[src/rtl/core/rgbypbpr_pkg.sv]
// ----------------------------------------------------------------------------
// rgbypbpr_pkg
// Shared widths, matrix coefficients and stage payload types for the
// BT.601 RGB / YPbPr converter.
// ----------------------------------------------------------------------------
package rgbypbpr_pkg;

   localparam int FRAC_BITS = 14;          // fractional bits of Y, Pb, Pr

   localparam int DATA_W = 16;
   localparam int NUM_CH = 3;
   localparam int TDATA_W = NUM_CH * DATA_W;

   // forward coefficients need FRAC_BITS+9 signed bits, reverse ones 26
   localparam int COEF_W = (FRAC_BITS + 10 > 26) ? FRAC_BITS + 10 : 26;
   localparam int PROD_W = COEF_W + DATA_W;
   // holds every product and every three-term sum in either direction
   localparam int ACC_W = (FRAC_BITS + 19 > 43) ? FRAC_BITS + 19 : 43;
   localparam int REV_SHIFT = FRAC_BITS + 16;

   localparam logic DIR_FWD = 1'b0;
   localparam logic DIR_REV = 1'b1;

   // forward: round(c * 2^(FRAC_BITS+16) / 255), c given in millionths
   localparam longint unsigned FWD_SCALE = 64'd1 << (FRAC_BITS + 16);
   localparam longint FWD_299 =
      longint'((FWD_SCALE * 64'd299000 + 64'd127500000) / 64'd255000000);
   localparam longint FWD_587 =
      longint'((FWD_SCALE * 64'd587000 + 64'd127500000) / 64'd255000000);
   localparam longint FWD_114 =
      longint'((FWD_SCALE * 64'd114000 + 64'd127500000) / 64'd255000000);
   localparam longint FWD_168 =
      longint'((FWD_SCALE * 64'd168736 + 64'd127500000) / 64'd255000000);
   localparam longint FWD_331 =
      longint'((FWD_SCALE * 64'd331264 + 64'd127500000) / 64'd255000000);
   localparam longint FWD_500 =
      longint'((FWD_SCALE * 64'd500000 + 64'd127500000) / 64'd255000000);
   localparam longint FWD_418 =
      longint'((FWD_SCALE * 64'd418688 + 64'd127500000) / 64'd255000000);
   localparam longint FWD_081 =
      longint'((FWD_SCALE * 64'd81312 + 64'd127500000) / 64'd255000000);

   // reverse: round(c * 255 * 2^16)
   localparam longint REV_1000 =
      longint'((64'd1000000 * 64'd16711680 + 64'd500000) / 64'd1000000);
   localparam longint REV_1402 =
      longint'((64'd1402000 * 64'd16711680 + 64'd500000) / 64'd1000000);
   localparam longint REV_0344 =
      longint'((64'd344136 * 64'd16711680 + 64'd500000) / 64'd1000000);
   localparam longint REV_0714 =
      longint'((64'd714136 * 64'd16711680 + 64'd500000) / 64'd1000000);
   localparam longint REV_1772 =
      longint'((64'd1772000 * 64'd16711680 + 64'd500000) / 64'd1000000);

   // matrix entry, row = output channel, column = input channel
   function automatic logic signed [COEF_W-1:0] coef_sel(input logic dir,
                                                         input logic [1:0] row,
                                                         input logic [1:0] col);
      longint k;
      k = 0;
      if (dir == DIR_FWD) begin
         unique case ({row, col})
            4'b0000: k = FWD_299;
            4'b0001: k = FWD_587;
            4'b0010: k = FWD_114;
            4'b0100: k = -FWD_168;
            4'b0101: k = -FWD_331;
            4'b0110: k = FWD_500;
            4'b1000: k = FWD_500;
            4'b1001: k = -FWD_418;
            4'b1010: k = -FWD_081;
            default: k = 0;
         endcase
      end else begin
         unique case ({row, col})
            4'b0000: k = REV_1000;
            4'b0001: k = 0;
            4'b0010: k = REV_1402;
            4'b0100: k = REV_1000;
            4'b0101: k = -REV_0344;
            4'b0110: k = -REV_0714;
            4'b1000: k = REV_1000;
            4'b1001: k = REV_1772;
            4'b1010: k = 0;
            default: k = 0;
         endcase
      end
      return COEF_W'(k);
   endfunction

   typedef struct packed {
      logic                     dir;
      logic signed [DATA_W-1:0] op_a;
      logic signed [DATA_W-1:0] op_b;
      logic signed [DATA_W-1:0] op_c;
   } operand_type;

   typedef struct packed {
      logic                                   dir;
      logic [NUM_CH*NUM_CH-1:0][ACC_W-1:0]    prod;   // row * 3 + col
   } product_type;

   typedef struct packed {
      logic                          dir;
      logic [NUM_CH-1:0][ACC_W-1:0]  acc;
   } sum_type;

endpackage

[src/rtl/core/rgbypbpr_operand.sv]
// ----------------------------------------------------------------------------
// rgbypbpr_operand
// First stage: conditions the three input fields (byte saturation in the
// forward direction) and tags them with the direction.
// ----------------------------------------------------------------------------
module rgbypbpr_operand (
   input  logic                                  clock,
   input  logic                                  reset,
   input  logic                                  dir,
   input  logic                                  up_valid,
   output logic                                  up_ready,
   input  logic [rgbypbpr_pkg::TDATA_W-1:0]      up_data,
   output logic                                  dn_valid,
   input  logic                                  dn_ready,
   output rgbypbpr_pkg::operand_type             dn_data
);

   logic                          valid_ff;
   rgbypbpr_pkg::operand_type     data_ff;
   rgbypbpr_pkg::operand_type     data_in;

   function automatic logic signed [rgbypbpr_pkg::DATA_W-1:0] cond(
         input logic d, input logic signed [rgbypbpr_pkg::DATA_W-1:0] x);
      logic signed [rgbypbpr_pkg::DATA_W-1:0] r;
      r = x;
      if (d == rgbypbpr_pkg::DIR_FWD) begin
         if (x < 0)
            r = '0;
         else if (x > 255)
            r = rgbypbpr_pkg::DATA_W'(255);
      end
      return r;
   endfunction

   always_comb begin
      data_in.dir  = dir;
      data_in.op_a = cond(dir, up_data[rgbypbpr_pkg::DATA_W-1:0]);
      data_in.op_b = cond(dir, up_data[2*rgbypbpr_pkg::DATA_W-1:rgbypbpr_pkg::DATA_W]);
      data_in.op_c = cond(dir, up_data[3*rgbypbpr_pkg::DATA_W-1:2*rgbypbpr_pkg::DATA_W]);
   end

   assign up_ready = !valid_ff || dn_ready;

   always_ff @(posedge clock) begin
      if (reset) begin
         valid_ff <= 1'b0;
      end else if (up_ready) begin
         valid_ff <= up_valid;
      end
      if (up_ready && up_valid) begin
         data_ff <= data_in;
      end
   end

   assign dn_valid = valid_ff;
   assign dn_data  = data_ff;

endmodule

[config.mk]
export PLATFORM = sky130hd
export DESIGN_NAME = rgbypbpr_operand
export DESIGN_NICKNAME = d
export VERILOG_FILES = /design/src/rtl/core/rgbypbpr_pkg.sv /design/src/rtl/core/rgbypbpr_operand.sv
export SDC_FILE = /design/constraint.sdc
export NUM_CORES = 1
export LEC_CHECK = 0
export ABC_AREA = 1
export BUFFER_PORTS_ARGS = -buffer_cell sky130_fd_sc_hd__buf_2
export CAP_MARGIN = 10
export CELL_PAD_IN_SITES_DETAIL_PLACEMENT = 0
export CELL_PAD_IN_SITES_GLOBAL_PLACEMENT = 1
export CORE_ASPECT_RATIO = 0.5
export CORE_UTILIZATION = 33
export DETAILED_ROUTE_END_ITERATION = 10
export GPL_TIMING_DRIVEN = 1
export PLACE_DENSITY_LB_ADDON = 0.05
export SLEW_MARGIN = 20
export SYNTH_ARGS = -nofsm -noshare
export SYNTH_HDL_FRONTEND = slang
export SYNTH_SLANG_ARGS = --single-unit
[constraint.sdc]
create_clock -name clock -period 3.8 [get_ports clock]
set_input_delay 0.57 -clock clock [delete_from_list [all_inputs] [get_ports clock]]
set_output_delay 0.57 -clock clock [all_outputs]
set_load 0.03 [all_outputs]
Word-level counts from Yosys, hierarchy flattened
Cells that the tools add are included.
{"block": "word_totals", "in_bits": 53, "regBits": 50, "output_inout_bits": 51}
{"block": "op_classes", "n_lt_le_gt_ge": 6, "mux": 9, "reduce_logical": 3}
{"operator": "16-bit two-way mux", "n": 9}
{"operator": "16-bit by 9-bit > comparator with 1-bit output, second input constant", "n": 3}
{"operator": "16-bit by 1-bit < comparator with 1-bit output, second input constant", "n": 3}
{"operator": "1-bit logical AND", "n": 1}
{"operator": "1-bit zero test", "n": 1}
{"operator": "1-bit logical OR", "n": 1}

Longest topological paths before layout
{"block": "logic_depth", "depth_word": 4, "ltp_mapped": 4}

Worst setup path before layout
OpenSTA, ideal clock, no wires.
{"block": "synth_path", "kind": "input to register", "from": "input up_valid", "to": "register data_ff (netlist bit dn_data[0]) (enable)", "setup_ps": 472, "setup_slack_ps": 326, "path_stages": 2, "required_ps": 3328, "arrival_time_ps": 3002, "cell_sequence": "inv_1 a21oi_1"}
{"block": "synth_via", "elab_chain_cells": 1}
{"element": "start, declared", "line_no": "rgbypbpr_operand.sv:10", "text": "input logic up_valid,"}
{"element": "1-bit logical AND", "line_no": "rgbypbpr_operand.sv:50", "text": "if (up_ready && up_valid) begin"}
{"element": "end signal, assigned", "line_no": "rgbypbpr_operand.sv:51", "text": "data_ff <= data_in;"}
{"element": "end, declared", "line_no": "rgbypbpr_operand.sv:19", "text": "rgbypbpr_pkg::operand_type data_ff;"}
No other way between the ends.
A chain may end at the register's enable or synchronous reset.

Worst setup path after layout
{"block": "layout_path", "from": "input dn_ready", "to": "register data_ff (netlist bit dn_data[12]) (enable)"}
{"block": "layout_via", "elab_chain_cells": 2}
{"element": "start, declared", "line_no": "rgbypbpr_operand.sv:14", "text": "input logic dn_ready,"}
{"element": "1-bit logical OR", "line_no": "rgbypbpr_operand.sv:42", "text": "assign up_ready = !valid_ff || dn_ready;"}
{"element": "1-bit logical AND", "line_no": "rgbypbpr_operand.sv:50"}
No other way between the ends.

==> impl_metrics.yaml <==
placed_design:
  portBuffers: 103
  dp_hpwl_mm: 3.251
  gp_congestion: 0.6356
  pre_cts_ws_ps: 1621
  dpl_cell_area_mm2: 0.002694
logic_synthesis:
  yosys_warnings: 0
  synth_nets: 235
  synth_area_mm2: 0.002072
  synth.area.top_cells: "edfxtp_1 71%, inv_1 9.6%, a21oi_1 6.3%"
  avgSynthCellArea_um2: 11.38
  synth.largest_area_cell: "edfxtp_1"
  synth-seq-area-share_pct: 71.98
  synth_cell_types: 11
  synth_top_area_share_pct: 71.01
  netlist_instances: 182
  ys_ff_latch: 50
run:
  max_cap_violations: 0
sta:
  timing.fmax_mhz: 537.8
  max_slew_margin_pct: 46.44
  fin_crit_sh_pct: 48.93
  finalWorstSetupSlack_ps: 1941
  hold_viol: 0
  tns_ps: 0
  setup_viol: 0
  fin_skew_ps: 5.219
  rsz0062_at_grt: "no"
  finalMaxSlewViolations: 0
  worstMarginPinSlew_ps: 801.6
  min_period_ps: 1859
floorplan:
  start_util_pct: 36.02
  ios: 104
  rows: 19
  die_area_mm2: 0.006619
  die_h_um: 58.03
  die_w_um: 114.1
  placeableCoreArea_mm2: 0.005753
final_layout:
  final_common_cell: "buf_2"
  final_cell_mix: "103 x buf_2, 53 x inv_1, 49 x edfxtp_1"
  final_nets: 343
  fin_util_pct: 49.59
  fill_cells: 563
  num_antenna_cells: 0
  design_area_mm2: 0.002853
  synthToLayoutAreaGrowth_pct: 37.68
  drive_gt1_share_pct: 40.69
global_routing:
  use_met3_pct: 5.021
  grt_pass1_vias: 1414
  gr-usage-met2_pct: 20.61
  grt_pass1_wl_mm: 6.520
  grt-ovfl-total: 0
  antenna_found_initial: 0
  grt_usage_pct: 13.04
  grt_max_degree: 30
  grt-busiest-layer: "met2"
  gr-usage-met1_pct: 17.91
worst_setup_path:
  critPathMaxStageDelay_ps: 640
  crit_arrival_ps: 1810
  start_kind: "input pin"
  path_cells: "buf_2 -> inv_1 -> a21oi_4 -> buf_4"
  end_kind: "flip-flop"
  crit_required_ps: 3750
  crit_slowest_cell: "a21oi_4"
  critPathMaxFanout: 25
  crit_type: "input pin to flip-flop"
clock_tree:
  cts_max_path_buffers: 2
  cts_buffers: 5
  clkLatencyLatePin_ps: 280
  cts_hold_buf: 0
  root_buffer: "clkbuf_16"
  cts_max_level: 2
  clock-sinks: 50
  post_cts.repair.setup_buffers: 0
  tritoncts: "done"
  clk_pin_slew_worst_paths_ps: 60
  cts_resized: 0
pwr:
  power.total_mw: 1.338
  cellPowerDensity_mw_per_mm2: 469.1
  vdd_drop_max_mv: 0.1730
  p_leak_nw: 1.457
status:
  status: "finished, final reports clean"
drt:
  routed_wl_mm: 4.349
  detail-route-antenna-nets: 0
  vias: 1511
  route.detailed.drc: 0
  drtPass1Iterations: 4
  routedWlPerCell_um: 11.63
  vias_per_cell: 4.040
  drtIter0Drc: 74
min_path:
  holdCritPathClass: "input pin to flip-flop"
## power by group
group          total, mW  switching [mW]  internal (mW)  leakage, nW
logic              0.200           0.140         0.0602        0.893
registers          0.661          0.0105          0.651        0.486
clock network      0.476           0.172          0.304       0.0773
## critical path: cells and delay by family
family / cells / cell delay [ps]
buffers and inverters: 3 / 570
AO/OA/AOI/OAI: 1 / 640
## worst paths after layout
kind	from	endpoint	slack, ps	cells past startpoint
worst max-delay path	dn_ready	dn_data[12]$_DFFE_PP_	1940	4
worst min register to register	dn_valid$_SDFFE_PP0N_	dn_valid$_SDFFE_PP0N_	540	2
worst max register to register	dn_valid$_SDFFE_PP0N_	dn_data[12]$_DFFE_PP_	2010	2
worst min-delay path	reset	dn_valid$_SDFFE_PP0N_	450	2
## logic make-up (layout without fill, tap and decap cells)
family / count (synthesis) / count (layout) / synth area share, %
AO/OA/AOI/OAI: 29 / 29 / 8.635
flip-flops: 50 / 50 / 71.98
AND/OR/NAND/NOR: 46 / 46 / 8.696
buffers and inverters: 57 / 165 / 10.69
## metal layers
| metal | up-vias | routed length (um) |
|---|---|---|
| li1 | 785 | - |
| met1 | 658 | 2053 |
| met2 | 68 | 1923 |
| met3 | 0 | 372 |
| met4 | 0 | 0 |
| met5 | - | 0 |
## area by class of cell
cell class	count	area [um^2]	share of cell area [%]
Multi-Input combinational cell	75	370.4	12.98
Clock inverter	2	33.78	1.184
Inverter	54	203.9	7.149
Timing Repair Buffer	104	523.0	18.33
Tap cell	84	105.1	3.684
Sequential cell	50	1491	52.28
Clock buffer	5	125.1	4.386
## through the flow
| stage | instances | hold slack [ps] |
|---|---|---|
| 3_3_place_gp | 367 | 508.1 |
| 6_report | 374 | 450.6 |
| 3_5_place_dp | 367 | 531.6 |
| 2_1_floorplan | 182 | 639.1 |
| 5_1_grt | 374 | 454.4 |
| 4_1_cts | 374 | 447.8 |
## sequential cells by signal, indices dropped and copies added, names as in the netlist
name,flops
dn_valid,1
dn_data,49
## cell usage after synthesis (all sizes together)
master,n
buf,3
dfxtp,1
nor2,15
edfxtp,49
inv,53
a21oi,26
o21ai,3
clkinv,1
nand2,31
Note: power is estimated with default switching activity, not from simulation.
