--- src/rtl/core/rgbypbpr_pkg.sv ---
// ----------------------------------------------------------------------------
// rgbypbpr_pkg
// Shared widths, matrix coefficients and stage payload types for the
// BT.601 RGB / YPbPr converter.
// ----------------------------------------------------------------------------
package rgbypbpr_pkg;

   localparam int FRAC_BITS = 14;          // fractional bits of Y, Pb, Pr

   localparam int DATA_W = 16;
   localparam int NUM_CH = 3;
   localparam int TDATA_W = NUM_CH * DATA_W;

   // forward coefficients need FRAC_BITS+9 signed bits, reverse ones 26
   localparam int COEF_W = (FRAC_BITS + 10 > 26) ? FRAC_BITS + 10 : 26;
   localparam int PROD_W = COEF_W + DATA_W;
   // holds every product and every three-term sum in either direction
   localparam int ACC_W = (FRAC_BITS + 19 > 43) ? FRAC_BITS + 19 : 43;
   localparam int REV_SHIFT = FRAC_BITS + 16;

   localparam logic DIR_FWD = 1'b0;
   localparam logic DIR_REV = 1'b1;

   // forward: round(c * 2^(FRAC_BITS+16) / 255), c given in millionths
   localparam longint unsigned FWD_SCALE = 64'd1 << (FRAC_BITS + 16);
   localparam longint FWD_299 =
      longint'((FWD_SCALE * 64'd299000 + 64'd127500000) / 64'd255000000);
   localparam longint FWD_587 =
      longint'((FWD_SCALE * 64'd587000 + 64'd127500000) / 64'd255000000);
   localparam longint FWD_114 =
      longint'((FWD_SCALE * 64'd114000 + 64'd127500000) / 64'd255000000);
   localparam longint FWD_168 =
      longint'((FWD_SCALE * 64'd168736 + 64'd127500000) / 64'd255000000);
   localparam longint FWD_331 =
      longint'((FWD_SCALE * 64'd331264 + 64'd127500000) / 64'd255000000);
   localparam longint FWD_500 =
      longint'((FWD_SCALE * 64'd500000 + 64'd127500000) / 64'd255000000);
   localparam longint FWD_418 =
      longint'((FWD_SCALE * 64'd418688 + 64'd127500000) / 64'd255000000);
   localparam longint FWD_081 =
      longint'((FWD_SCALE * 64'd81312 + 64'd127500000) / 64'd255000000);

   // reverse: round(c * 255 * 2^16)
   localparam longint REV_1000 =
      longint'((64'd1000000 * 64'd16711680 + 64'd500000) / 64'd1000000);
   localparam longint REV_1402 =
      longint'((64'd1402000 * 64'd16711680 + 64'd500000) / 64'd1000000);
   localparam longint REV_0344 =
      longint'((64'd344136 * 64'd16711680 + 64'd500000) / 64'd1000000);
   localparam longint REV_0714 =
      longint'((64'd714136 * 64'd16711680 + 64'd500000) / 64'd1000000);
   localparam longint REV_1772 =
      longint'((64'd1772000 * 64'd16711680 + 64'd500000) / 64'd1000000);

   // matrix entry, row = output channel, column = input channel
   function automatic logic signed [COEF_W-1:0] coef_sel(input logic dir,
                                                         input logic [1:0] row,
                                                         input logic [1:0] col);
      longint k;
      k = 0;
      if (dir == DIR_FWD) begin
         unique case ({row, col})
            4'b0000: k = FWD_299;
            4'b0001: k = FWD_587;
            4'b0010: k = FWD_114;
            4'b0100: k = -FWD_168;
            4'b0101: k = -FWD_331;
            4'b0110: k = FWD_500;
            4'b1000: k = FWD_500;
            4'b1001: k = -FWD_418;
            4'b1010: k = -FWD_081;
            default: k = 0;
         endcase
      end else begin
         unique case ({row, col})
            4'b0000: k = REV_1000;
            4'b0001: k = 0;
            4'b0010: k = REV_1402;
            4'b0100: k = REV_1000;
            4'b0101: k = -REV_0344;
            4'b0110: k = -REV_0714;
            4'b1000: k = REV_1000;
            4'b1001: k = REV_1772;
            4'b1010: k = 0;
            default: k = 0;
         endcase
      end
      return COEF_W'(k);
   endfunction

   typedef struct packed {
      logic                     dir;
      logic signed [DATA_W-1:0] op_a;
      logic signed [DATA_W-1:0] op_b;
      logic signed [DATA_W-1:0] op_c;
   } operand_type;

   typedef struct packed {
      logic                                   dir;
      logic [NUM_CH*NUM_CH-1:0][ACC_W-1:0]    prod;   // row * 3 + col
   } product_type;

   typedef struct packed {
      logic                          dir;
      logic [NUM_CH-1:0][ACC_W-1:0]  acc;
   } sum_type;

endpackage

--- src/rtl/core/rgbypbpr_format.sv ---
// ----------------------------------------------------------------------------
// rgbypbpr_format
// Last stage and output register: rounds and saturates to Q1.14 forward,
// clamps to a byte in reverse.
// ----------------------------------------------------------------------------
module rgbypbpr_format (
   input  logic                                  clock,
   input  logic                                  reset,
   input  logic                                  up_valid,
   output logic                                  up_ready,
   input  rgbypbpr_pkg::sum_type                 up_data,
   output logic                                  dn_valid,
   input  logic                                  dn_ready,
   output logic [rgbypbpr_pkg::TDATA_W-1:0]      dn_data
);

   logic                                                   valid_ff;
   logic [rgbypbpr_pkg::NUM_CH-1:0][rgbypbpr_pkg::DATA_W-1:0] data_ff;
   logic [rgbypbpr_pkg::NUM_CH-1:0][rgbypbpr_pkg::DATA_W-1:0] data_in;

   function automatic logic [rgbypbpr_pkg::DATA_W-1:0] fmt(
         input logic d, input logic signed [rgbypbpr_pkg::ACC_W-1:0] acc);
      logic signed [rgbypbpr_pkg::ACC_W-1:0] w;
      logic signed [rgbypbpr_pkg::ACC_W-1:0] q;
      logic [rgbypbpr_pkg::DATA_W-1:0]       r;
      w = acc + rgbypbpr_pkg::ACC_W'(32768);
      w = w >>> 16;                       // round half up, then floor
      q = acc >>> rgbypbpr_pkg::REV_SHIFT;
      if (d == rgbypbpr_pkg::DIR_FWD) begin
         if (w > rgbypbpr_pkg::ACC_W'(32767))
            r = 16'h7FFF;
         else if (w < rgbypbpr_pkg::ACC_W'(-32768))
            r = 16'h8000;
         else
            r = w[rgbypbpr_pkg::DATA_W-1:0];
      end else begin
         if (acc < 0)
            r = '0;
         else if (q > rgbypbpr_pkg::ACC_W'(255))
            r = rgbypbpr_pkg::DATA_W'(255);
         else
            r = rgbypbpr_pkg::DATA_W'(q[7:0]);
      end
      return r;
   endfunction

   always_comb begin
      for (int c = 0; c < rgbypbpr_pkg::NUM_CH; c++) begin
         data_in[c] = fmt(up_data.dir, $signed(up_data.acc[c]));
      end
   end

   assign up_ready = !valid_ff || dn_ready;

   always_ff @(posedge clock) begin
      if (reset) begin
         valid_ff <= 1'b0;
      end else if (up_ready) begin
         valid_ff <= up_valid;
      end
      if (up_ready && up_valid) begin
         data_ff <= data_in;
      end
   end

   assign dn_valid = valid_ff;
   assign dn_data  = data_ff;

endmodule

--- config.mk ---
export PLATFORM = sky130hd
export DESIGN_NAME = rgbypbpr_format
export DESIGN_NICKNAME = d
export VERILOG_FILES = /design/src/rtl/core/rgbypbpr_pkg.sv /design/src/rtl/core/rgbypbpr_format.sv
export SDC_FILE = /design/constraint.sdc
export NUM_CORES = 1
export LEC_CHECK = 0
export ABC_AREA = 1
export BUFFER_PORTS_ARGS = -buffer_cell sky130_fd_sc_hd__buf_4
export CELL_PAD_IN_SITES_DETAIL_PLACEMENT = 0
export CELL_PAD_IN_SITES_GLOBAL_PLACEMENT = 1
export CORE_MARGIN = 3
export CORE_UTILIZATION = 35
export CTS_BUF_LIST = sky130_fd_sc_hd__clkbuf_8
export DETAILED_ROUTE_END_ITERATION = 10
export PLACE_DENSITY = 0.82
export SYNTH_ARGS = -nofsm -noshare
export SYNTH_HDL_FRONTEND = slang
export SYNTH_SLANG_ARGS = --single-unit
--- constraint.sdc ---
create_clock -name clock -period 3.8 [get_ports clock]
set_input_delay 0.38 -clock clock [delete_from_list [all_inputs] [get_ports clock]]
set_output_delay 0.38 -clock clock [all_outputs]
set_load 0.03 [all_outputs]
# Word-level counts from Yosys, hierarchy flattened
# Index checks and enable logic that the tools add are counted.
dict set report word_totals {
  mem_bits_rw 0
  mem_count 0
  output_inout_bits 50
  mem_bits_ro 0
  input_bits 134
  latchBits 0
  regBits 49
  elab_cells 37
}
dict set report op_classes {
  mul 0
  div 0
  n_eq_ne 0
  n_addsub 3
  shift 0
  mux 15
  reduce_logical 3
  order_cmp 12
  bitwise_logic 0
}
# cell count
set ops {}
lappend ops {{16-bit two-way mux} 9}
lappend ops {{43-bit by 17-bit adder with 43-bit output, second input constant} 3}
lappend ops {{43-bit by 1-bit < comparator with 1-bit output, second input constant} 3}
lappend ops {{27-bit by 16-bit greater-than comparator with 1-bit output, second input constant} 3}
lappend ops {{27-bit by 16-bit < comparator with 1-bit output, second input constant} 3}
lappend ops {{8-bit two-way mux} 6}
lappend ops {{13-bit by 9-bit greater-than comparator with 1-bit output, second input constant} 3}
lappend ops {{1-bit logical AND} 1}
lappend ops {{1-bit logical NOT} 1}
lappend ops {{1-bit logical OR} 1}

# Logic depth before layout (Yosys ltp)
dict set report depth {
  depth_word 5
  ltp_mapped 17
  depth_no_buf 16
}

# Least setup slack after synthesis
# Ideal clock, no wire load.
dict set report synth_path {
  path_kind {register -> register}
  from {register valid_ff, in the netlist dn_valid}
  to {register data_ff (netlist bit dn_data[0]), enable pin}
  path_stages_with_launch 2
  arrival_time_ns 2.824
  synth_period_minus_slack_ns 3.294
  setup_time_ns 0.469
  required_time_ns 3.331
  path_buffers 0
  slack_ns 0.506
  cell_sequence {dfxtp_1 > a21oi_1}
}
dict set report synth_between {
  elab_chain_cells 3
}
# element line
set synth_rtl {}
lappend synth_rtl {{start, declared} rgbypbpr_format.sv:17} ;# logic valid_ff;
lappend synth_rtl {{start signal, assigned} rgbypbpr_format.sv:59} ;# valid_ff <= up_valid;
lappend synth_rtl {{1-bit logical NOT} rgbypbpr_format.sv:53} ;# assign up_ready = !valid_ff || dn_ready;
lappend synth_rtl {{1-bit logical OR} rgbypbpr_format.sv:53}
lappend synth_rtl {{1-bit logical AND} rgbypbpr_format.sv:61} ;# if (up_ready && up_valid) begin
lappend synth_rtl {{end signal, assigned} rgbypbpr_format.sv:62} ;# data_ff <= data_in;
lappend synth_rtl {{end, declared} rgbypbpr_format.sv:18} ;# logic [rgbypbpr_pkg::NUM_CH-1:0][rgbypbpr_pkg::DATA_W-1:0] data_ff;
# No other way between the ends.
# A chain may end at the register's enable or synchronous reset.

==> flow_summary.yaml <==
floorplanning:
  dieWidth_um: 124.4
  fp-row-count: 42
  io_pins: 184
  dieArea_mm2: 0.01547
  core_mm2: 0.01345
  initial_utilization_pct: 36.47
  die_y_um: 124.4
placement:
  place_ws_ps: 1252
  io_buffers: 138
  place_congestion: 0.9079
  hpwl_um: 12620
global_route:
  antenna_found_initial: 0
  gr-total-overflow: 0
  grt_pass1_wl_um: 24680
  grt_pass1_vias: 4872
  grt_start_max_net_pins: 49
  gr-usage-all-layers_pct: 19.30
timing:
  fmax_mhz: 447.9
  finalCritPeriodShare_pct: 58.75
  final_max_slew_viol_count: 0
  period_minus_slack_ps: 2233
  tightestPinTransition_ps: 1032
  setup_viol: 0
  finalWorstSetupSlack_ps: 1567
  final.setup_skew_ps: 10.47
  max-slew-margin-rel_pct: 31.14
  grt_setup_unrepaired: "no"
  finalSetupTns_ps: 0
  hold_viol: 0
power_and_ir_drop:
  finalPower_mw: 1.446
  ir_drop_v: 0.0001235
  p_leak_nw: 2.793
  power_density_mw_per_mm2: 233.8
yosys:
  ys_types: 31
  yosys.area.top_type: "edfxtp_1"
  synth_top_area_share_pct: 29.38
  avgSynthCellArea_um2: 6.363
  synth_nets: 908
  netlist_area_mm2: 0.004906
  synth.area.top_cells: "edfxtp_1 (29%), nand2_1 (27%), nor2_1 (9.3%)"
  ys_seq_area_share_pct: 29.79
  synth_seq_cells: 49
  syn_inst: 771
  ys_warn_count: 0
hold_path:
  hold_path_class: "input pin to flip-flop"
route:
  drt_iter0_markers: 291
  vias: 5094
  drc_errors: 0
  highest_layer: "met4"
  routed_via_density: 4.704
  antenna_left: 0
  wirelength_um: 15060
  wl_met2_um: 7169
  met1Wirelength_um: 6952
  avgRoutedWirePerCell_um: 13.90
  routed-wl-met3_um: 754
  drt-pass1-iter-count: 4
finish:
  final_cell_mix: "nand2_1 (348), buf_4 (139), nor2_1 (122)"
  final_net_count: 1043
  num-fill-cells: 1489
  layout_commonest_cell: "nand2_1"
  syn2layout_area_growth_pct: 26.12
  n_antenna_cell: 0
  layout-drive-gt1-share_pct: 20.40
cts:
  clk_pin_slew_worst_paths_ps: 80
  cts-root-buf: "clkbuf_8"
  worst_skew_pair.late_latency_ps: 310
  cts_resized: 0
  numCtsBuffers: 5
  cts_num_sinks: 49
  cts_tree: "done"
  cts_max_path_buffers: 2
  htreeDepth: 2
  post_cts_buffers: 0
  hold_buffers: 0
setup_path:
  cp-start-kind: "input pin"
  critPathKind: "input pin to flip-flop"
  path_cells: "buf_4, ha_1, inv_1, nor2_1, nand2_2, nor2_1, nand2_1, nand2_1, nand2_1, nor2_1, nand2_1, nor2_1, nand3_1, nand2_2, nand2_1, nand2_1, nand2_1"
  cp_max_fo: 10
  crit_top_cell: "nand2_1"
  slowest_delay_ps: 230
  crit_slowest_cell: "nor2_1"
  worstPathRequired_ps: 3850
  endpoint_kind: "flip-flop"
  arrival_ps: 2290
run:
  maxCapViolCount: 0
status:
  status: "finished, final reports clean"
synth_stat cells, drive strengths merged:
cell type,count
a21oi,21
and2,7
buf,7
clkbuf,4
clkinv,3
dfxtp,1
edfxtp,48
ha,3
inv,41
nand2,364
nand3,21
nand3b,28
nand4,5
nor2,136
nor3,4
nor4,2
o211ai,24
o21ai,10
xnor2,18
xor2,24
cell type report:
cell class	count	area [um^2]	share of cell area, %
clock buffers	5	68.82	1.112
clock inverters	3	12.51	0.2022
inverters	44	165.2	2.669
multi-input cells	667	3216	51.97
flip-flops and latches	49	1461	23.62
well taps	176	220.2	3.559
repair buffers	139	1044	16.87
report_power, final:
group	internal [mW]	switching, mW
sequential	0.643	0.0124
clock	0.124	0.169
combinational	0.187	0.311
total	0.954	0.492
layer usage:
metal | vias up | GRT usage (%)
met5 | - | 0
met1 | 2212 | 26.01
met3 | 15 | 3.173
li1 | 2739 | -
met2 | 128 | 32.57
met4 | 0 | 4.191
metrics by stage:
stage	util [%]	instance area [um^2]	hold WS, ps	std cells
after floorplan	-	4906	449.1	771
after global placement	45.39	6106	534.2	1075
after detailed placement	45.39	6106	540.0	1075
after CTS	45.99	6187	205.2	1083
after global routing	45.99	6187	207.3	1083
final	45.99	6187	220.9	1083
kinds of logic after synthesis:
logic type	Yosys count	synth area share (%)
buffers and inverters	55	4.896
AO/OA/AOI/OAI	55	6.988
flip-flops	49	29.79
AND/OR/NAND/NOR	567	49.91
adder cells (fa/ha/maj)	3	0.7652
XOR/XNOR	42	7.651
path summary, 6_finish.rpt:
path                from           to  slack, ps  cells past startpoint
min                reset     dn_valid        220                      2
max reg2reg     dn_valid  dn_data[32]       2410                      2
max          up_data[58]  dn_data[23]       1570                     17
min reg2reg     dn_valid     dn_valid        550                      2
critical path, delay by kind of cell:
family | cells | cell delay [ps]
simple gates | 14 | 1530
buf+inv | 2 | 150
fa+ha+maj | 1 | 210
sequential cells by signal, indices dropped and copies added (netlist names):
register,cells
dn_data,48
dn_valid,1
No activity file was read; power rests on OpenSTA's default activity.
