## config.mk

```make
export PLATFORM = sky130hd
export DESIGN_NAME = rgbypbpr_product
export DESIGN_NICKNAME = d
export VERILOG_FILES = /design/src/rtl/core/rgbypbpr_pkg.sv /design/src/rtl/core/rgbypbpr_product.sv
export SDC_FILE = /design/constraint.sdc
export NUM_CORES = 2
export LEC_CHECK = 0
export BUFFER_PORTS_ARGS = -buffer_cell sky130_fd_sc_hd__clkbuf_2
export CAP_MARGIN = 25
export CORE_MARGIN = 5
export CORE_UTILIZATION = 35
export CTS_BUF_LIST = sky130_fd_sc_hd__clkbuf_4
export CTS_CLUSTER_SIZE = 25
export DETAILED_ROUTE_END_ITERATION = 12
export GPL_ROUTABILITY_DRIVEN = 0
export PLACE_DENSITY = 0.54
export SLEW_MARGIN = 20
export SYNTH_ARGS = -nofsm -noshare
export SYNTH_HDL_FRONTEND = slang
export SYNTH_SLANG_ARGS = --single-unit
export TNS_END_PERCENT = 10
```

## constraint.sdc

```tcl
create_clock -name clock -period 17 [get_ports clock]
set_input_delay 1.7 -clock clock [delete_from_list [all_inputs] [get_ports clock]]
set_output_delay 1.7 -clock clock [all_outputs]
set_load 0.05 [all_outputs]
```

## src/rtl/core/rgbypbpr_pkg.sv

```systemverilog
// ----------------------------------------------------------------------------
// rgbypbpr_pkg
// Shared widths, matrix coefficients and stage payload types for the
// BT.601 RGB / YPbPr converter.
// ----------------------------------------------------------------------------
package rgbypbpr_pkg;

   localparam int FRAC_BITS = 14;          // fractional bits of Y, Pb, Pr

   localparam int DATA_W = 16;
   localparam int NUM_CH = 3;
   localparam int TDATA_W = NUM_CH * DATA_W;

   // forward coefficients need FRAC_BITS+9 signed bits, reverse ones 26
   localparam int COEF_W = (FRAC_BITS + 10 > 26) ? FRAC_BITS + 10 : 26;
   localparam int PROD_W = COEF_W + DATA_W;
   // holds every product and every three-term sum in either direction
   localparam int ACC_W = (FRAC_BITS + 19 > 43) ? FRAC_BITS + 19 : 43;
   localparam int REV_SHIFT = FRAC_BITS + 16;

   localparam logic DIR_FWD = 1'b0;
   localparam logic DIR_REV = 1'b1;

   // forward: round(c * 2^(FRAC_BITS+16) / 255), c given in millionths
   localparam longint unsigned FWD_SCALE = 64'd1 << (FRAC_BITS + 16);
   localparam longint FWD_299 =
      longint'((FWD_SCALE * 64'd299000 + 64'd127500000) / 64'd255000000);
   localparam longint FWD_587 =
      longint'((FWD_SCALE * 64'd587000 + 64'd127500000) / 64'd255000000);
   localparam longint FWD_114 =
      longint'((FWD_SCALE * 64'd114000 + 64'd127500000) / 64'd255000000);
   localparam longint FWD_168 =
      longint'((FWD_SCALE * 64'd168736 + 64'd127500000) / 64'd255000000);
   localparam longint FWD_331 =
      longint'((FWD_SCALE * 64'd331264 + 64'd127500000) / 64'd255000000);
   localparam longint FWD_500 =
      longint'((FWD_SCALE * 64'd500000 + 64'd127500000) / 64'd255000000);
   localparam longint FWD_418 =
      longint'((FWD_SCALE * 64'd418688 + 64'd127500000) / 64'd255000000);
   localparam longint FWD_081 =
      longint'((FWD_SCALE * 64'd81312 + 64'd127500000) / 64'd255000000);

   // reverse: round(c * 255 * 2^16)
   localparam longint REV_1000 =
      longint'((64'd1000000 * 64'd16711680 + 64'd500000) / 64'd1000000);
   localparam longint REV_1402 =
      longint'((64'd1402000 * 64'd16711680 + 64'd500000) / 64'd1000000);
   localparam longint REV_0344 =
      longint'((64'd344136 * 64'd16711680 + 64'd500000) / 64'd1000000);
   localparam longint REV_0714 =
      longint'((64'd714136 * 64'd16711680 + 64'd500000) / 64'd1000000);
   localparam longint REV_1772 =
      longint'((64'd1772000 * 64'd16711680 + 64'd500000) / 64'd1000000);

   // matrix entry, row = output channel, column = input channel
   function automatic logic signed [COEF_W-1:0] coef_sel(input logic dir,
                                                         input logic [1:0] row,
                                                         input logic [1:0] col);
      longint k;
      k = 0;
      if (dir == DIR_FWD) begin
         unique case ({row, col})
            4'b0000: k = FWD_299;
            4'b0001: k = FWD_587;
            4'b0010: k = FWD_114;
            4'b0100: k = -FWD_168;
            4'b0101: k = -FWD_331;
            4'b0110: k = FWD_500;
            4'b1000: k = FWD_500;
            4'b1001: k = -FWD_418;
            4'b1010: k = -FWD_081;
            default: k = 0;
         endcase
      end else begin
         unique case ({row, col})
            4'b0000: k = REV_1000;
            4'b0001: k = 0;
            4'b0010: k = REV_1402;
            4'b0100: k = REV_1000;
            4'b0101: k = -REV_0344;
            4'b0110: k = -REV_0714;
            4'b1000: k = REV_1000;
            4'b1001: k = REV_1772;
            4'b1010: k = 0;
            default: k = 0;
         endcase
      end
      return COEF_W'(k);
   endfunction

   typedef struct packed {
      logic                     dir;
      logic signed [DATA_W-1:0] op_a;
      logic signed [DATA_W-1:0] op_b;
      logic signed [DATA_W-1:0] op_c;
   } operand_type;

   typedef struct packed {
      logic                                   dir;
      logic [NUM_CH*NUM_CH-1:0][ACC_W-1:0]    prod;   // row * 3 + col
   } product_type;

   typedef struct packed {
      logic                          dir;
      logic [NUM_CH-1:0][ACC_W-1:0]  acc;
   } sum_type;

endpackage

```

## src/rtl/core/rgbypbpr_product.sv

```systemverilog
// ----------------------------------------------------------------------------
// rgbypbpr_product
// Second stage: the nine matrix products, one multiplier per entry.
// ----------------------------------------------------------------------------
module rgbypbpr_product (
   input  logic                          clock,
   input  logic                          reset,
   input  logic                          up_valid,
   output logic                          up_ready,
   input  rgbypbpr_pkg::operand_type     up_data,
   output logic                          dn_valid,
   input  logic                          dn_ready,
   output rgbypbpr_pkg::product_type     dn_data
);

   logic                                     valid_ff;
   rgbypbpr_pkg::product_type                data_ff;
   rgbypbpr_pkg::product_type                data_in;
   logic signed [rgbypbpr_pkg::DATA_W-1:0]   opnd [rgbypbpr_pkg::NUM_CH];
   logic signed [rgbypbpr_pkg::PROD_W-1:0]   prod_full [rgbypbpr_pkg::NUM_CH*rgbypbpr_pkg::NUM_CH];

   always_comb begin
      opnd[0] = up_data.op_a;
      opnd[1] = up_data.op_b;
      opnd[2] = up_data.op_c;
      data_in.dir = up_data.dir;
      for (int r = 0; r < rgbypbpr_pkg::NUM_CH; r++) begin
         for (int c = 0; c < rgbypbpr_pkg::NUM_CH; c++) begin
            prod_full[r*rgbypbpr_pkg::NUM_CH + c] =
               rgbypbpr_pkg::PROD_W'(rgbypbpr_pkg::coef_sel(up_data.dir, 2'(r), 2'(c)))
               * rgbypbpr_pkg::PROD_W'(opnd[c]);
            data_in.prod[r*rgbypbpr_pkg::NUM_CH + c] =
               rgbypbpr_pkg::ACC_W'(prod_full[r*rgbypbpr_pkg::NUM_CH + c]);
         end
      end
   end

   assign up_ready = !valid_ff || dn_ready;

   always_ff @(posedge clock) begin
      if (reset) begin
         valid_ff <= 1'b0;
      end else if (up_ready) begin
         valid_ff <= up_valid;
      end
      if (up_ready && up_valid) begin
         data_ff <= data_in;
      end
   end

   assign dn_valid = valid_ff;
   assign dn_data  = data_ff;

endmodule

```

# After elaboration in Yosys (flattened, before gate mapping)
# Cells that the tools add are included.
# totals
output_inout_bits	390
ff_bits	380
# classes
multipliers	9
reduce_logical	3
n_mux	9
# ops
cell	n
multiplier 26 x 16 -> 42 bit	5
2-to-1 mux 26 bit	4
multiplier 25 x 16 -> 41 bit	2
2-to-1 mux 24 bit	2
multiplier 24 x 16 -> 40 bit	1
multiplier 23 x 16 -> 39 bit	1
2-to-1 mux 25 bit	1
2-to-1 mux 23 bit	1
2-to-1 mux 22 bit	1
logical AND 1 bit	1
logical NOT 1 bit	1
logical OR 1 bit	1

# Logic depth before layout (Yosys ltp)
# logic_depth
ltp_word	3
mapped_depth	28
mapped_depth_nobuf	26

# Worst setup path before layout
# OpenSTA, ideal clock, no wires.
# synth_timing
path_kind	input-to-reg
from	input dn_ready
to	register data_ff, in the netlist dn_data[0], enable pin
path_buffers	0
arrival_ps	10180
t_required_ps	16242
setup_time_ps	758
path_slack_ps	6062
cell_stages	2
path_cell_list	nand2b_1 -> and2_1
# synth_between
elab_chain_cells	2
# synth_rtl
element	line	text
start, declared	rgbypbpr_product.sv:12	input logic dn_ready,
logical OR 1 bit	rgbypbpr_product.sv:38	assign up_ready = !valid_ff || dn_ready;
logical AND 1 bit	rgbypbpr_product.sv:46	if (up_ready && up_valid) begin
end signal, assigned	rgbypbpr_product.sv:47	data_ff <= data_in;
end, declared	rgbypbpr_product.sv:17	rgbypbpr_pkg::product_type data_ff;
# No other way between the ends.
# A chain may end at the register's enable or synchronous reset.

==> flow_metrics.tcl <==
set metrics [dict create \
    finalCritPeriodShare 0.522 \
    cap_viol_max_count 0 \
    grt-ovfl-total 0 \
    max_stage_delay_ps 620 \
    achievable-frequency_mhz 113 \
    post_cts_resize_count 0 \
    finalNetCount 11400 \
    route.detailed.drc 0 \
    ys_warnings 0 \
    finalSetupViolCount 0 \
    r2r-start "dn_valid" \
    detailedRoute.firstIterationViolations 2931 \
    htree_num_levels 3 \
    clock_insertion_delay_worst_skew_ps 1150 \
    buffers_inverters_on_critical_path 7 \
    worstSetupStartpointType "input pin" \
    globalRoute.busiestLayer "met2" \
    route.vias.total 54900 \
    synth-seq-cells 353 \
    clk_pin_slew_ps 60 \
    data_arrival_time_of_the_critical_path_ps 9780 \
    fp.dieW_um 493 \
    grt_setup_unrepaired "no" \
    timing.max_slew.rel_slack 0.250 \
    worst-r2r-setup-slack_ps 14130 \
    critical_path_required_ps 17910 \
    critical_path.max_fanout 38 \
    post-route-min-period_ps 8870 \
    post_synth_instance_area_mm2 0.0818 \
    global_route_usage_over_all_layers 0.197 \
    cts_inserted_buffers 112 \
    vias_per_cell 4.77 \
    first_global_vias 61200 \
    dpl.hpwl_mm 205 \
    synth_cell_types 84 \
    synth-edff-count 352 \
    grt_max_degree 68 \
    cp_top_family "adder cells" \
    grtUsageMet3 0.0289 \
    synth_sequential_area_ratio 0.129 \
    final-seq-area_mm2 0.0106 \
    tritoncts "done" \
    setup_total_negative_slack_ps 0 \
    post_drt_wl_per_cell_um 20.4 \
    met1_usage 0.251 \
    ant_nets 0 \
    fp-row-count 177 \
    die_area_mm2 0.244 \
    clkSinkCount 353 \
    synth_cells 7811 \
    worst_hold_path_type "reg -> reg" \
    post_cts_buffers 0 \
    timing.final.hold_violations 0 \
    antenna_found_initial 21 \
    min_from "dn_valid" \
    slew_violations 0 \
    synthArstFlopShare 0 \
    die_height_um 493 \
    multi_input_area_mm2 0.0616 \
    worstReg2RegEnd "dn_data[105]" \
    number_of_hold_buffers_added_after_cts 0 \
    standard_cell_core_area_mm2 0.233 \
    worst-path-stages 25 \
    critPathSlowestCell "sky130_fd_sc_hd__ha_1" \
    synth_flop_cell "sky130_fd_sc_hd__edfxtp_1" \
    count_of_filler_cells_inserted_in_the_layout 23200 \
    synth_area_per_cell_um2 10.5 \
    dr.pass1.iters 5 \
    grt_pass1_wl_mm 366 \
    floorplan.initialDensity 0.352 \
    area_delta_synth_final_pct 9.13 \
    cts-root-to-sink-buffers 3 \
    met2_usage 0.340 \
    worstRegToRegCells 4 \
    min_delay_path_depth 2 \
    boundaryPins 443 \
    whs_endpoint "dn_valid" \
    fin_worst_skew_ps 91.8 \
    cp-end-kind "flop" \
    routed_wirelength_mm 235 \
    outcome "complete, no violations" \
    drive_gt1_frac 0.0806 \
    clock-root-buffer "sky130_fd_sc_hd__clkbuf_4" \
    max_slew.worst_pin.slew_ps 1110 \
    crit_type "in -> reg" \
    port_buffers 430 \
]
-- stage by stage --
stage / instances / area, µm² / utilization / hold slack [ps] / worst slack [ps]
floorplan: 7885 / 82100 / - / 1110 / 6060
global placement: 11300 / 87800 / 0.378 / 499 / 7030
detailed placement: 11300 / 87800 / 0.378 / 513 / 6870
CTS: 11500 / 89200 / 0.384 / 411 / 8300
global route: 11500 / 89300 / 0.384 / 527 / 7860
finish: 11500 / 89300 / 0.384 / 526 / 8130
-- cells in the final DEF (no fill, tap or decap), types with 89 or more instances in the layout --
cell	n
sky130_fd_sc_hd__inv_1	2514
sky130_fd_sc_hd__fa_1	1643
sky130_fd_sc_hd__ha_1	1309
sky130_fd_sc_hd__clkbuf_2	429
sky130_fd_sc_hd__edfxtp_1	352
sky130_fd_sc_hd__a21oi_1	249
sky130_fd_sc_hd__xnor2_1	237
sky130_fd_sc_hd__nor2_1	201
sky130_fd_sc_hd__nand2_1	172
sky130_fd_sc_hd__a21o_1	151
sky130_fd_sc_hd__clkbuf_4	148
sky130_fd_sc_hd__o21ai_0	118
sky130_fd_sc_hd__xor2_1	89
-- how the worst max path moves through the flow --
stage | from | to | slack [ps]
2_1_floorplan | dn_ready | dn_data[0] | 6060
3_3_place_gp | up_data[48] | dn_data[210] | 7030
3_5_place_dp | up_data[48] | dn_data[210] | 6870
4_1_cts | up_data[48] | dn_data[210] | 8300
5_1_grt | up_data[48] | dn_data[210] | 7860
6_report | up_data[48] | dn_data[210] | 8130
-- tightest hold or removal path, cell delays in order (launching register included) --
cell and delay, ps:
sky130_fd_sc_hd__dfxtp_1 310, sky130_fd_sc_hd__nand2b_1 110, sky130_fd_sc_hd__a21oi_1 70
-- registers in the layout, summed over array words and instances, names as in the netlist --
signal	count
dn_valid	1
dn_data	352
-- synthesized netlist by cell type, types with 7 or more instances --
cell	count	area (µm²)
sky130_fd_sc_hd__and2_1	33	206
sky130_fd_sc_hd__edfxtp_1	352	10600
sky130_fd_sc_hd__a211o_1	12	105
sky130_fd_sc_hd__o21a_1	42	315
sky130_fd_sc_hd__inv_1	2514	9440
sky130_fd_sc_hd__nand3_1	59	295
sky130_fd_sc_hd__o21bai_1	46	345
sky130_fd_sc_hd__nor2b_1	37	231
sky130_fd_sc_hd__and3_1	23	144
sky130_fd_sc_hd__o2111ai_1	16	140
sky130_fd_sc_hd__o21ai_1	8	40.0
sky130_fd_sc_hd__nand4_1	22	138
sky130_fd_sc_hd__xnor2_1	238	2080
sky130_fd_sc_hd__clkbuf_1	56	210
sky130_fd_sc_hd__a221oi_1	8	70.1
sky130_fd_sc_hd__a31oi_1	21	131
sky130_fd_sc_hd__nor2_1	201	754
sky130_fd_sc_hd__fa_1	1643	32900
sky130_fd_sc_hd__o211ai_1	22	165
sky130_fd_sc_hd__a21oi_1	249	1250
sky130_fd_sc_hd__nand2b_1	84	526
sky130_fd_sc_hd__a21boi_0	8	60.1
sky130_fd_sc_hd__a211oi_1	27	203
sky130_fd_sc_hd__a21o_1	151	1130
sky130_fd_sc_hd__nor4_1	7	43.8
sky130_fd_sc_hd__buf_4	36	270
sky130_fd_sc_hd__ha_1	1309	16400
sky130_fd_sc_hd__o31a_1	8	70.1
sky130_fd_sc_hd__or2_2	20	125
sky130_fd_sc_hd__nor3_1	54	270
sky130_fd_sc_hd__o21ai_0	118	591
sky130_fd_sc_hd__xor2_1	89	780
sky130_fd_sc_hd__o31ai_1	9	67.6
sky130_fd_sc_hd__nand2_1	172	646
sky130_fd_sc_hd__or3_1	9	56.3
-- cells by family (layout without fill, tap and decap cells) --
kind of cell	Yosys count	in the layout	share of synthesized area
flops	353	353	0.129
simple gates	745	745	0.0445
other cells	2	89	0.0000918
buf+inv	2607	3173	0.121
mux	3	3	0.000382
compound gates	821	821	0.0670
xor+xnor	328	328	0.0352
fa+ha+maj	2952	2952	0.602
-- layout make-up --
class / count / area share
clock inverters: 49 / 0.00353
repair buffers: 462 / 0.0269
well taps: 3043 / 0.0426
diodes: 13 / 0.000364
multi-input cells: 4925 / 0.690
flip-flops and latches: 353 / 0.119
clock buffers: 148 / 0.0124
inverters: 2514 / 0.106
-- per-layer routing --
metal	vias to the layer above	wire (µm)
li1	25100	-
met1	28000	97200
met2	1442	116000
met3	362	12500
met4	12	9360
met5	-	94
Power is left out: the tool's default activity adds up to more than one toggle a clock period on the data nets, which glitch-free logic cannot reach.
